<file path="config.mk">
export PLATFORM = sky130hd
export DESIGN_NAME = mesh_dimension_order_router_unit
export DESIGN_NICKNAME = d
export VERILOG_FILES = /design/src/mdor_pkg.sv /design/src/mdor_cfg.sv /design/src/mdor_pipe.sv /design/src/mesh_dimension_order_router_unit.sv
export SDC_FILE = /design/constraint.sdc
export NUM_CORES = 1
export LEC_CHECK = 0
export ABC_AREA = 1
export ABC_CLOCK_PERIOD_IN_PS = 16600
export CAP_MARGIN = 20
export CORE_MARGIN = 2
export CORE_UTILIZATION = 40
export CTS_BUF_LIST = sky130_fd_sc_hd__clkbuf_4 sky130_fd_sc_hd__clkbuf_8
export DETAILED_ROUTE_END_ITERATION = 8
export DONT_BUFFER_PORTS = 1
export PLACE_DENSITY = 0.57
export RECOVER_POWER = 100
export SETUP_SLACK_MARGIN = 0.4
export SYNTH_ARGS = -nofsm -noshare
export SYNTH_HDL_FRONTEND = slang
export SYNTH_HIERARCHICAL = 1
export SYNTH_SLANG_ARGS = --single-unit
</file>
<file path="constraint.sdc">
create_clock -name clk -period 16.6 [get_ports clk]
set_input_delay 2.49 -clock clk [delete_from_list [all_inputs] [get_ports clk]]
set_output_delay 2.49 -clock clk [all_outputs]
set_load 0.02 [all_outputs]
</file>
<file path="src/mdor_pkg.sv">
// ----------------------------------------------------------------------------
// Mesh router package
// Payload types, register codes and helper functions.
// ----------------------------------------------------------------------------
`timescale 1ns / 1ps

package mdor_pkg;

  localparam int unsigned MAX_MESH_SIZE   = 16;
  localparam int unsigned MAX_LINK_WIDTH  = 4;
  localparam int unsigned MAX_LOCAL_PORTS = 8;

  localparam int CFG_IDX_W  = 3;
  localparam int CFG_DATA_W = 12;

  localparam logic [2:0] CFG_BOARD_ID     = 3'd0;
  localparam logic [2:0] CFG_ROUTER_INDEX = 3'd1;
  localparam logic [2:0] CFG_SIZE_X       = 3'd2;
  localparam logic [2:0] CFG_SIZE_Y       = 3'd3;
  localparam logic [2:0] CFG_WIDTH_X      = 3'd4;
  localparam logic [2:0] CFG_WIDTH_Y      = 3'd5;
  localparam logic [2:0] CFG_LOCAL_PORTS  = 3'd6;

  // x mod 3 for x in 0..15, two bits per entry
  localparam logic [31:0] MOD3_LUT = 32'h2492_4924;

  typedef enum logic [1:0] {
    ST_MESH        = 2'd0,
    ST_LOCAL       = 2'd1,
    ST_OTHER_BOARD = 2'd2,
    ST_NONE        = 2'd3
  } status_t;

  typedef struct packed {
    logic [15:0] dest_endpoint;
    logic [4:0]  in_port;
    logic [3:0]  in_vc;
    logic [1:0]  in_dim;
  } in_t;

  typedef struct packed {
    logic [4:0] route_port;
    logic [3:0] out_vc;
    logic [1:0] out_dim;
    status_t    status;
  } out_t;

  // register values after saturation
  typedef struct packed {
    logic [7:0]  board_id;
    logic [11:0] router_index;
    logic [4:0]  sx;
    logic [4:0]  sy;
    logic [2:0]  wx;
    logic [2:0]  wy;
    logic [3:0]  lp;
  } cfg_t;

  // one restoring division step: {quotient bit, new remainder}
  function automatic logic [5:0] div_step(input logic [4:0] rem, input logic b,
                                          input logic [4:0] d);
    logic [5:0] t;
    t = {rem, b};
    if (t >= {1'b0, d}) begin
      return {1'b1, 5'(t - {1'b0, d})};
    end else begin
      return {1'b0, t[4:0]};
    end
  endfunction

  // link choice inside a group: hop_len mod w, w in 1..4
  function automatic logic [1:0] mod_width(input logic [3:0] hop_len, input logic [2:0] w);
    case (w)
      3'd2:    return {1'b0, hop_len[0]};
      3'd3:    return MOD3_LUT[{hop_len, 1'b0} +: 2];
      3'd4:    return hop_len[1:0];
      default: return 2'd0;
    endcase
  endfunction

endpackage

</file>
<file path="src/mdor_cfg.sv">
// ----------------------------------------------------------------------------
// Mesh router configuration registers
// Register file with saturation of sizes, widths and port counts.
// ----------------------------------------------------------------------------
`timescale 1ns / 1ps

module mdor_cfg (
  input  logic                            clk,
  input  logic                            rst,
  input  logic                            cfg_valid,
  output logic                            cfg_ready,
  input  logic [mdor_pkg::CFG_IDX_W-1:0]  cfg_index,
  input  logic [mdor_pkg::CFG_DATA_W-1:0] cfg_data,
  output mdor_pkg::cfg_t                  cfg
);
  import mdor_pkg::*;

  logic [7:0]  board_id;
  logic [11:0] router_index;
  logic [4:0]  size_x;
  logic [4:0]  size_y;
  logic [2:0]  width_x;
  logic [2:0]  width_y;
  logic [3:0]  lport_cnt;

  assign cfg_ready = 1'b1;

  always_ff @(posedge clk) begin
    if (rst) begin
      board_id     <= 8'd0;
      router_index <= 12'd0;
      size_x       <= 5'd4;
      size_y       <= 5'd4;
      width_x      <= 3'd1;
      width_y      <= 3'd1;
      lport_cnt    <= 4'd1;
    end else if (cfg_valid && cfg_ready) begin
      case (cfg_index)
        CFG_BOARD_ID:     board_id     <= cfg_data[7:0];
        CFG_ROUTER_INDEX: router_index <= cfg_data[11:0];
        CFG_SIZE_X:       size_x       <= cfg_data[4:0];
        CFG_SIZE_Y:       size_y       <= cfg_data[4:0];
        CFG_WIDTH_X:      width_x      <= cfg_data[2:0];
        CFG_WIDTH_Y:      width_y      <= cfg_data[2:0];
        CFG_LOCAL_PORTS:  lport_cnt    <= cfg_data[3:0];
        default: ;
      endcase
    end
  end

  always_comb begin
    cfg.board_id     = board_id;
    cfg.router_index = router_index;
    cfg.sx = (size_x == 5'd0) ? 5'd1 :
             (size_x > 5'(MAX_MESH_SIZE)) ? 5'(MAX_MESH_SIZE) : size_x;
    cfg.sy = (size_y == 5'd0) ? 5'd1 :
             (size_y > 5'(MAX_MESH_SIZE)) ? 5'(MAX_MESH_SIZE) : size_y;
    cfg.wx = (width_x == 3'd0) ? 3'd1 :
             (width_x > 3'(MAX_LINK_WIDTH)) ? 3'(MAX_LINK_WIDTH) : width_x;
    cfg.wy = (width_y == 3'd0) ? 3'd1 :
             (width_y > 3'(MAX_LINK_WIDTH)) ? 3'(MAX_LINK_WIDTH) : width_y;
    cfg.lp = (lport_cnt == 4'd0) ? 4'd1 :
             (lport_cnt > 4'(MAX_LOCAL_PORTS)) ? 4'(MAX_LOCAL_PORTS) : lport_cnt;
  end

endmodule

</file>
<file path="src/mdor_pipe.sv">
// ----------------------------------------------------------------------------
// Mesh router pipeline
// Five-stage route pipeline: division steps, board check, coordinates,
// port choice. Per-stage valid bits with bubble collapse under stall.
// ----------------------------------------------------------------------------
`timescale 1ns / 1ps

module mdor_pipe (
  input  logic           clk,
  input  logic           rst,
  input  mdor_pkg::cfg_t cfg,
  input  logic           in_valid,
  output logic           in_stall,
  input  mdor_pkg::in_t  in_data,
  output logic           out_valid,
  input  logic           out_stall,
  output mdor_pkg::out_t out_data
);
  import mdor_pkg::*;

  logic [4:0] lp5;
  logic [4:0] sx5;
  logic [4:0] sy5;
  logic [4:0] lstart;

  assign lp5    = {1'b0, cfg.lp};
  assign sx5    = cfg.sx;
  assign sy5    = cfg.sy;
  assign lstart = {1'b0, cfg.wx, 1'b0} + {1'b0, cfg.wy, 1'b0};

  logic [5:1] v;
  logic [5:1] en;

  assign en[5] = !v[5] || !out_stall;
  assign en[4] = !v[4] || en[5];
  assign en[3] = !v[3] || en[4];
  assign en[2] = !v[2] || en[3];
  assign en[1] = !v[1] || en[2];
  assign in_stall  = !en[1];
  assign out_valid = v[5];

  always_ff @(posedge clk) begin
    if (rst) begin
      v <= '0;
    end else begin
      if (en[1]) v[1] <= in_valid;
      if (en[2]) v[2] <= v[1];
      if (en[3]) v[3] <= v[2];
      if (en[4]) v[4] <= v[3];
      if (en[5]) v[5] <= v[4];
    end
  end

  // ---- stage 1: upper quotient bits of dest / lp and router_index / sx
  in_t        s1_d;
  logic [7:0] s1_dq;
  logic [4:0] s1_drem;
  logic [5:0] s1_rq;
  logic [4:0] s1_rrem;
  logic [8:0] s1_sxy;

  logic [7:0] c1_dq;
  logic [4:0] c1_drem;
  logic [5:0] c1_rq;
  logic [4:0] c1_rrem;
  logic [5:0] c1_st;

  always_comb begin
    c1_drem = 5'd0;
    c1_dq   = 8'd0;
    for (int i = 0; i < 8; i++) begin
      c1_st        = div_step(c1_drem, in_data.dest_endpoint[15-i], lp5);
      c1_dq[7-i]   = c1_st[5];
      c1_drem      = c1_st[4:0];
    end
    c1_rrem = 5'd0;
    c1_rq   = 6'd0;
    for (int i = 0; i < 6; i++) begin
      c1_st        = div_step(c1_rrem, cfg.router_index[11-i], sx5);
      c1_rq[5-i]   = c1_st[5];
      c1_rrem      = c1_st[4:0];
    end
  end

  always_ff @(posedge clk) begin
    if (en[1]) begin
      s1_d    <= in_data;
      s1_dq   <= c1_dq;
      s1_drem <= c1_drem;
      s1_rq   <= c1_rq;
      s1_rrem <= c1_rrem;
      s1_sxy  <= {4'd0, sx5} * {4'd0, sy5};
    end
  end

  // ---- stage 2: lower quotient bits, board base
  in_t         s2_d;
  logic [15:0] s2_dr;
  logic [2:0]  s2_lrem;
  logic [11:0] s2_riq;
  logic [3:0]  s2_own0;
  logic [8:0]  s2_sxy;
  logic [16:0] s2_base;

  logic [7:0] c2_dq;
  logic [4:0] c2_drem;
  logic [5:0] c2_rq;
  logic [4:0] c2_rrem;
  logic [5:0] c2_st;

  always_comb begin
    c2_drem = s1_drem;
    c2_dq   = 8'd0;
    for (int i = 0; i < 8; i++) begin
      c2_st        = div_step(c2_drem, s1_d.dest_endpoint[7-i], lp5);
      c2_dq[7-i]   = c2_st[5];
      c2_drem      = c2_st[4:0];
    end
    c2_rrem = s1_rrem;
    c2_rq   = 6'd0;
    for (int i = 0; i < 6; i++) begin
      c2_st        = div_step(c2_rrem, cfg.router_index[5-i], sx5);
      c2_rq[5-i]   = c2_st[5];
      c2_rrem      = c2_st[4:0];
    end
  end

  always_ff @(posedge clk) begin
    if (en[2]) begin
      s2_d    <= s1_d;
      s2_dr   <= {s1_dq, c2_dq};
      s2_lrem <= c2_drem[2:0];
      s2_riq  <= {s1_rq, c2_rq};
      s2_own0 <= c2_rrem[3:0];
      s2_sxy  <= s1_sxy;
      s2_base <= {9'd0, cfg.board_id} * {8'd0, s1_sxy};
    end
  end

  // ---- stage 3: board check, start of coordinate division
  // local / sx stays below sy, so only the remainder is carried here
  in_t        s3_d;
  logic [2:0] s3_lrem;
  logic       s3_board_ok;
  logic       s3_is_local;
  logic [3:0] s3_own0;
  logic [4:0] s3_orem;
  logic [5:0] s3_riq_lo;
  logic [4:0] s3_lrem_div;
  logic [3:0] s3_loc_lo;

  logic [16:0] c3_dr;
  logic        c3_board_ok;
  logic [7:0]  c3_loc;
  logic [4:0]  c3_orem;
  logic [4:0]  c3_lr;
  logic [5:0]  c3_st;

  always_comb begin
    c3_dr       = {1'b0, s2_dr};
    c3_board_ok = (c3_dr >= s2_base) && (c3_dr < s2_base + {8'd0, s2_sxy});
    c3_loc      = 8'(c3_dr - s2_base);
    c3_orem     = 5'd0;
    for (int i = 0; i < 6; i++) begin
      c3_st   = div_step(c3_orem, s2_riq[11-i], sy5);
      c3_orem = c3_st[4:0];
    end
    c3_lr = 5'd0;
    for (int i = 0; i < 4; i++) begin
      c3_st = div_step(c3_lr, c3_loc[7-i], sx5);
      c3_lr = c3_st[4:0];
    end
  end

  always_ff @(posedge clk) begin
    if (en[3]) begin
      s3_d        <= s2_d;
      s3_lrem     <= s2_lrem;
      s3_board_ok <= c3_board_ok;
      s3_is_local <= (s2_dr == {4'd0, cfg.router_index});
      s3_own0     <= s2_own0;
      s3_orem     <= c3_orem;
      s3_riq_lo   <= s2_riq[5:0];
      s3_lrem_div <= c3_lr;
      s3_loc_lo   <= c3_loc[3:0];
    end
  end

  // ---- stage 4: coordinates of this and the destination router
  in_t        s4_d;
  logic [2:0] s4_lrem;
  logic       s4_board_ok;
  logic       s4_is_local;
  logic [3:0] s4_own0;
  logic [3:0] s4_own1;
  logic [3:0] s4_dst0;
  logic [3:0] s4_dst1;

  logic [4:0] c4_orem;
  logic [3:0] c4_lq;
  logic [4:0] c4_lr;
  logic [5:0] c4_st;

  always_comb begin
    c4_orem = s3_orem;
    for (int i = 0; i < 6; i++) begin
      c4_st   = div_step(c4_orem, s3_riq_lo[5-i], sy5);
      c4_orem = c4_st[4:0];
    end
    c4_lr = s3_lrem_div;
    c4_lq = 4'd0;
    for (int i = 0; i < 4; i++) begin
      c4_st      = div_step(c4_lr, s3_loc_lo[3-i], sx5);
      c4_lq[3-i] = c4_st[5];
      c4_lr      = c4_st[4:0];
    end
  end

  always_ff @(posedge clk) begin
    if (en[4]) begin
      s4_d        <= s3_d;
      s4_lrem     <= s3_lrem;
      s4_board_ok <= s3_board_ok;
      s4_is_local <= s3_is_local;
      s4_own0     <= s3_own0;
      s4_own1     <= c4_orem[3:0];
      s4_dst0     <= c4_lr[3:0];
      s4_dst1     <= c4_lq;
    end
  end

  // ---- stage 5: port choice
  logic [3:0] own [2];
  logic [3:0] dst [2];
  logic [2:0] wid [2];
  logic [4:0] pp  [2];
  logic [4:0] pn  [2];
  logic       done;
  logic       pos;
  logic [3:0] hop_len;
  out_t       res;

  always_comb begin
    own[0] = s4_own0;
    own[1] = s4_own1;
    dst[0] = s4_dst0;
    dst[1] = s4_dst1;
    wid[0] = cfg.wx;
    wid[1] = cfg.wy;
    pp[0]  = 5'd0;
    pn[0]  = {2'd0, cfg.wx};
    pp[1]  = {1'b0, cfg.wx, 1'b0};
    pn[1]  = {1'b0, cfg.wx, 1'b0} + {2'd0, cfg.wy};
    done    = 1'b0;
    pos     = 1'b0;
    hop_len = 4'd0;
    res.route_port = 5'd0;
    res.out_vc     = s4_d.in_vc;
    res.out_dim    = s4_d.in_dim;
    res.status     = ST_NONE;
    if (!s4_board_ok) begin
      res.status = ST_OTHER_BOARD;
    end else if (s4_is_local) begin
      res.route_port = lstart + {2'd0, s4_lrem};
      res.status     = ST_LOCAL;
    end else begin
      for (int k = 0; k < 2; k++) begin
        if (!done && (2'(k) >= s4_d.in_dim)) begin
          if (dst[k] != own[k]) begin
            pos     = own[k] < dst[k];
            hop_len = pos ? dst[k] - own[k] : own[k] - dst[k];
            res.route_port = (pos ? pp[k] : pn[k]) + {3'd0, mod_width(hop_len, wid[k])};
            if (own[k] == 4'd0 && s4_d.in_port < lstart) begin
              res.out_vc = s4_d.in_vc ^ 4'd1;
            end
            res.status = ST_MESH;
            done = 1'b1;
          end else begin
            res.out_dim = 2'(k + 1);
            res.out_vc  = s4_d.in_vc & ~4'd1;
          end
        end
      end
    end
  end

  always_ff @(posedge clk) begin
    if (en[5]) begin
      out_data <= res;
    end
  end

endmodule

</file>
<file path="src/mesh_dimension_order_router_unit.sv">
// ----------------------------------------------------------------------------
// Mesh dimension-order router
// X-then-Y output port choice for one router of a 2D mesh.
// ----------------------------------------------------------------------------
// One route decision per packet header, one header accepted every cycle
// unless in_stall is high. The result passes through the five register
// stages of the route pipeline (two for the endpoint divide, two
// for the coordinate divides, one for the port choice). A held output
// stalls only the stages behind it that are full; empty stages still take
// new headers. Configuration writes are taken in any cycle and must only
// be issued while no header is in flight.
`timescale 1ns / 1ps

module mesh_dimension_order_router_unit (
  input  logic                            clk,
  input  logic                            rst,
  input  logic                            in_valid,
  output logic                            in_stall,
  input  mdor_pkg::in_t                   in_data,
  output logic                            out_valid,
  input  logic                            out_stall,
  output mdor_pkg::out_t                  out_data,
  input  logic                            cfg_valid,
  output logic                            cfg_ready,
  input  logic [mdor_pkg::CFG_IDX_W-1:0]  cfg_index,
  input  logic [mdor_pkg::CFG_DATA_W-1:0] cfg_data
);
  import mdor_pkg::*;

  cfg_t cfg;

  mdor_cfg u_cfg (
    .clk       (clk),
    .rst       (rst),
    .cfg_valid (cfg_valid),
    .cfg_ready (cfg_ready),
    .cfg_index (cfg_index),
    .cfg_data  (cfg_data),
    .cfg       (cfg)
  );

  mdor_pipe u_pipe (
    .clk       (clk),
    .rst       (rst),
    .cfg       (cfg),
    .in_valid  (in_valid),
    .in_stall  (in_stall),
    .in_data   (in_data),
    .out_valid (out_valid),
    .out_stall (out_stall),
    .out_data  (out_data)
  );

endmodule

</file>
==> flow_summary.html <==
<table>
<tr><th>Metric</th><th>Value</th></tr>
<tr><th colspan="2">Status</th></tr>
<tr><td>Outcome</td><td>complete, but fails checks</td></tr>
<tr><td>Violations in the final reports</td><td>max-capacitance violations, max-slew violations</td></tr>
<tr><th colspan="2">Yosys</th></tr>
<tr><td>Fraction of the mapped netlist area in compound gates</td><td>10.5%</td></tr>
<tr><td>Part of the Yosys area used for sequential elements</td><td>29.0%</td></tr>
<tr><td>Synthesized area per cell</td><td>8.32 µm²</td></tr>
<tr><td>Yosys cell types</td><td>69</td></tr>
<tr><td>Portion of netlist area occupied by mux cells</td><td>0.354%</td></tr>
<tr><td>Number of nets in the synthesized netlist</td><td>3,417</td></tr>
<tr><td>Xor-xnor portion of the synthesized cell area</td><td>5.65%</td></tr>
<tr><td>Synthesis warning total</td><td>6</td></tr>
<tr><td>Synthesized instance count</td><td>2,926</td></tr>
<tr><td>Main synth FF type</td><td>sky130_fd_sc_hd__edfxtp_1</td></tr>
<tr><td>Post-synth EDFFs</td><td>205</td></tr>
<tr><td>Post-synthesis instance area</td><td>24,400 µm²</td></tr>
<tr><td>Post-Synth Simple-Gate Area</td><td>20.3%</td></tr>
<tr><td>Dominant combinational cell family by area after synthesis</td><td>adder cells</td></tr>
<tr><td>Share of synthesized flip-flops with an asynchronous set or reset</td><td>0%</td></tr>
<tr><td>Number of flip-flops and latches in the synthesized netlist</td><td>250</td></tr>
<tr><td>Adder and majority gate portion of the synthesized area</td><td>26.0%</td></tr>
<tr><th colspan="2">Floorplanning</th></tr>
<tr><td>Number of core rows</td><td>90</td></tr>
<tr><td>I/O pins</td><td>63</td></tr>
<tr><td>Initial core utilization</td><td>40.4%</td></tr>
<tr><td>Core Box Area</td><td>60,200 µm²</td></tr>
<tr><td>Die area</td><td>62,900 µm²</td></tr>
<tr><td>Overall die height</td><td>251 µm</td></tr>
<tr><td>Horizontal extent of the die</td><td>251 µm</td></tr>
<tr><th colspan="2">Routing</th></tr>
<tr><td>Routed wire length</td><td>56,600 µm</td></tr>
<tr><td>First-pass DRT Iterations</td><td>8</td></tr>
<tr><td>DR vias</td><td>19,200</td></tr>
<tr><td>Number of design rule violations left after detail routing</td><td>0</td></tr>
<tr><td>Post-detailed-route via-to-cell ratio</td><td>5.09</td></tr>
<tr><td>Detailed Route Iter0 Violations</td><td>772</td></tr>
<tr><td>Routed length per placed instance</td><td>15.0 µm</td></tr>
<tr><td>Post-route ant nets</td><td>0</td></tr>
<tr><th colspan="2">Timing</th></tr>
<tr><td>Count of endpoints failing setup in the final report</td><td>0</td></tr>
<tr><td>Max frequency</td><td>70.8 MHz</td></tr>
<tr><td>Post-layout worst setup margin</td><td>2.47 ns</td></tr>
<tr><td>Slew headroom</td><td>-174%</td></tr>
<tr><td>Slew at the pin with the worst max-slew slack</td><td>4.11 ns</td></tr>
<tr><td>Hold Vio Cnt, Final</td><td>0</td></tr>
<tr><td>Worst-case clock skew</td><td>0.0433 ns</td></tr>
<tr><td>Pins over their slew limit</td><td>300</td></tr>
<tr><td>Minimum period implied by the final worst setup slack</td><td>14.13 ns</td></tr>
<tr><td>Unrepaired setup endpoints after global routing</td><td>no</td></tr>
<tr><td>Aggregate negative setup slack</td><td>0 ns</td></tr>
<tr><td>Share of the clock period used by the worst path after layout</td><td>85.1%</td></tr>
<tr><th colspan="2">Setup path</th></tr>
<tr><td>Data arrival time of the critical path</td><td>14.49 ns</td></tr>
<tr><td>Endpoint type of the worst setup path</td><td>flip-flop</td></tr>
<tr><td>Required arrival time at the worst endpoint</td><td>16.96 ns</td></tr>
<tr><td>Count of buffering cells on the critical path with inverters included</td><td>10</td></tr>
<tr><td>Most common cell type on the critical path</td><td>sky130_fd_sc_hd__nand2_1</td></tr>
<tr><td>Launching element type of the critical path</td><td>flip-flop</td></tr>
<tr><td>Largest stage delay, worst path</td><td>1.21 ns</td></tr>
<tr><td>Critical-path maximum fanout</td><td>21</td></tr>
<tr><td>Largest delay contributor family on the critical path</td><td>simple AND/OR/NAND/NOR gates</td></tr>
<tr><td>Slowest library cell on the worst path</td><td>sky130_fd_sc_hd__clkbuf_1</td></tr>
<tr><td>Worst setup path class</td><td>flip-flop to flip-flop</td></tr>
<tr><td>Number of cells on the worst reg-to-reg path</td><td>66</td></tr>
<tr><td>Critical path depth</td><td>66</td></tr>
<tr><th colspan="2">Clock network</th></tr>
<tr><td>Count of H-tree levels built during CTS</td><td>2</td></tr>
<tr><td>CTS clk-pin slew, worst paths</td><td>0.06 ns</td></tr>
<tr><td>Worst-Skew Late Latency</td><td>0.65 ns</td></tr>
<tr><td>Buffer cell driving the clock tree root</td><td>sky130_fd_sc_hd__clkbuf_8</td></tr>
<tr><td>Number of hold buffers added after CTS</td><td>0</td></tr>
<tr><td>Clk sink count</td><td>250</td></tr>
<tr><td>Setup repair bufs after CTS</td><td>0</td></tr>
<tr><td>Total of cells resized after clock tree synthesis</td><td>0</td></tr>
<tr><td>Inserted Clock Buffers</td><td>47</td></tr>
<tr><td>Deepest clock path buffer count</td><td>3</td></tr>
<tr><td>CTS tree</td><td>done</td></tr>
<tr><th colspan="2">Global routing</th></tr>
<tr><td>Vias in the first global route</td><td>19,300</td></tr>
<tr><td>Wire length of the first global-routing pass</td><td>94,500 µm</td></tr>
<tr><td>Maximum number of pins on one net before global-route repair</td><td>66</td></tr>
<tr><td>Global router's overall resource usage</td><td>18.3%</td></tr>
<tr><td>Leftover overflow at the end of global routing</td><td>0</td></tr>
<tr><td>Antenna violations before repair</td><td>1</td></tr>
<tr><th colspan="2">Placement</th></tr>
<tr><td>Routability congestion estimate</td><td>0.881</td></tr>
<tr><td>Cell area after placement</td><td>25,300 µm²</td></tr>
<tr><td>Detailed placer's ending HPWL</td><td>44,000 µm</td></tr>
<tr><td>Instance count after placement with tap cells included</td><td>3,692</td></tr>
<tr><td>Post-placement setup slack</td><td>3.49 ns</td></tr>
<tr><td>Number of port buffers</td><td>0</td></tr>
<tr><th colspan="2">Cells and area</th></tr>
<tr><td>Commonest non-fill, non-tap cells in the layout</td><td>sky130_fd_sc_hd__nand2_1 (600), sky130_fd_sc_hd__inv_1 (471), sky130_fd_sc_hd__ha_1 (339), sky130_fd_sc_hd__edfxtp_1 (205), sky130_fd_sc_hd__nor2_1 (201)</td></tr>
<tr><td>Area added between synthesis and finish</td><td>7.80%</td></tr>
<tr><td>Fraction of layout cells with a size suffix above 1</td><td>6.21%</td></tr>
<tr><td>Final std cell area, no fill</td><td>26,300 µm²</td></tr>
<tr><td>Fill cell total of the finished layout</td><td>5,873</td></tr>
<tr><td>Count of nets after finishing</td><td>3,451</td></tr>
<tr><td>Commonest non-fill, non-tap cell in the layout</td><td>sky130_fd_sc_hd__nand2_1</td></tr>
<tr><td>Final instance count without filler cells</td><td>3,780</td></tr>
<tr><th colspan="2">Job</th></tr>
<tr><td>Maximum capacitance violations</td><td>8</td></tr>
<tr><th colspan="2">Hold path</th></tr>
<tr><td>Cells on Worst Hold Path</td><td>0</td></tr>
<tr><td>Tightest Hold Check Type</td><td>flip-flop to flip-flop</td></tr>
</table>
==> per-layer routing <==
layer	track usage (%)	part of all wire (%)	vias up
li1	-	-	9773
met1	23.1	45	9063
met2	32.2	48	315
met3	2.41	3.6	93
met4	6.47	3.1	0
met5	0	0	-
==> cells in the mapped netlist (8+ instances only) <==
cell | number | area share, %
sky130_fd_sc_hd__fa_1 | 105 | 8.6
sky130_fd_sc_hd__or2_2 | 9 | 0.23
sky130_fd_sc_hd__o21a_1 | 12 | 0.37
sky130_fd_sc_hd__nor2_1 | 199 | 3.1
sky130_fd_sc_hd__nand4_1 | 22 | 0.57
sky130_fd_sc_hd__nand3b_1 | 9 | 0.28
sky130_fd_sc_hd__o21bai_1 | 14 | 0.43
sky130_fd_sc_hd__dfxtp_1 | 45 | 3.7
sky130_fd_sc_hd__o21ai_1 | 10 | 0.21
sky130_fd_sc_hd__nor3_1 | 17 | 0.35
sky130_fd_sc_hd__nand2_1 | 594 | 9.2
sky130_fd_sc_hd__a31oi_1 | 10 | 0.26
sky130_fd_sc_hd__nand2_2 | 21 | 0.54
sky130_fd_sc_hd__nand2_4 | 10 | 0.46
sky130_fd_sc_hd__edfxtp_1 | 205 | 25
sky130_fd_sc_hd__clkbuf_1 | 26 | 0.40
sky130_fd_sc_hd__xnor2_1 | 77 | 2.8
sky130_fd_sc_hd__a21oi_1 | 176 | 3.6
sky130_fd_sc_hd__inv_2 | 16 | 0.25
sky130_fd_sc_hd__nor2_2 | 13 | 0.33
sky130_fd_sc_hd__o21ai_0 | 171 | 3.5
sky130_fd_sc_hd__nand3_4 | 8 | 0.58
sky130_fd_sc_hd__a211oi_1 | 12 | 0.37
sky130_fd_sc_hd__inv_1 | 468 | 7.2
sky130_fd_sc_hd__nand3_1 | 145 | 3.0
sky130_fd_sc_hd__ha_1 | 339 | 17
sky130_fd_sc_hd__xor2_1 | 80 | 2.9
==> state kept, by name, indices dropped and copies added, names as in the netlist, 6 cells and up <==
name	count
u_pipe/s2_dr	16
u_pipe/s2_d	10
u_pipe/s1_rq	6
u_pipe/out_data	13
u_cfg/board_id	8
u_pipe/s3_riq_lo	6
u_cfg/router_index	12
u_pipe/s2_sxy	9
u_pipe/s1_dq	8
u_pipe/s4_d	10
u_pipe/s2_riq	12
u_pipe/s2_base	17
u_pipe/s1_sxy	9
u_pipe/s1_d	18
u_pipe/s3_d	10
==> path summary, 6_finish.rpt <==
check	startpoint	end	slack [ns]
hold reg to reg	u_pipe/s1_rq[2]$_DFFE_PN_	u_pipe/s2_riq[8]$_DFFE_PP_	0.40
setup / recovery	u_cfg/lport_cnt[3]$_SDFFE_PP0P_	u_pipe/s2_lrem[0]$_DFFE_PP_	2.47
setup reg to reg	u_cfg/lport_cnt[3]$_SDFFE_PP0P_	u_pipe/s2_lrem[0]$_DFFE_PP_	2.47
hold / removal	u_pipe/s1_rq[2]$_DFFE_PN_	u_pipe/s2_riq[8]$_DFFE_PP_	0.40
==> cell type report <==
type	count	area, µm²	share of cell area [%]
repair buffers	21	128	0.486
clock buffers	60	776	2.95
inverters	484	1820	6.92
clock inverters	26	275	1.05
multi-input cells	2156	15200	58.0
diodes	1	2.50	0.00953
well taps	782	978	3.73
flip-flops and latches	250	7060	26.9
==> through the flow <==
stage	hold slack (ns)	utilization, %
CTS	0.407	43.8
floorplan	0.400	-
finish	0.402	43.6
detailed placement	0.405	42.0
global placement	0.400	42.0
global route	0.417	43.6
==> cells by family after synthesis <==
family,Yosys count
mux,8
flops,250
simple gates,1091
fa+ha+maj,444
buf+inv,520
compound gates,455
other cells,1
xor+xnor,157
==> worst reg2reg max path, delay by kind of cell (launching register included) <==
kind	cells	cell delay (ns)
DFF	1	0.38
adders and majority gates	8	3.35
AOI/OAI and AO/OA	16	3.90
and+or+nand+nor	32	4.01
buffers and inverters	10	2.20
Power is left out: the tool's default activity adds up to more than one toggle a clock period on the data nets, which glitch-free logic cannot reach.
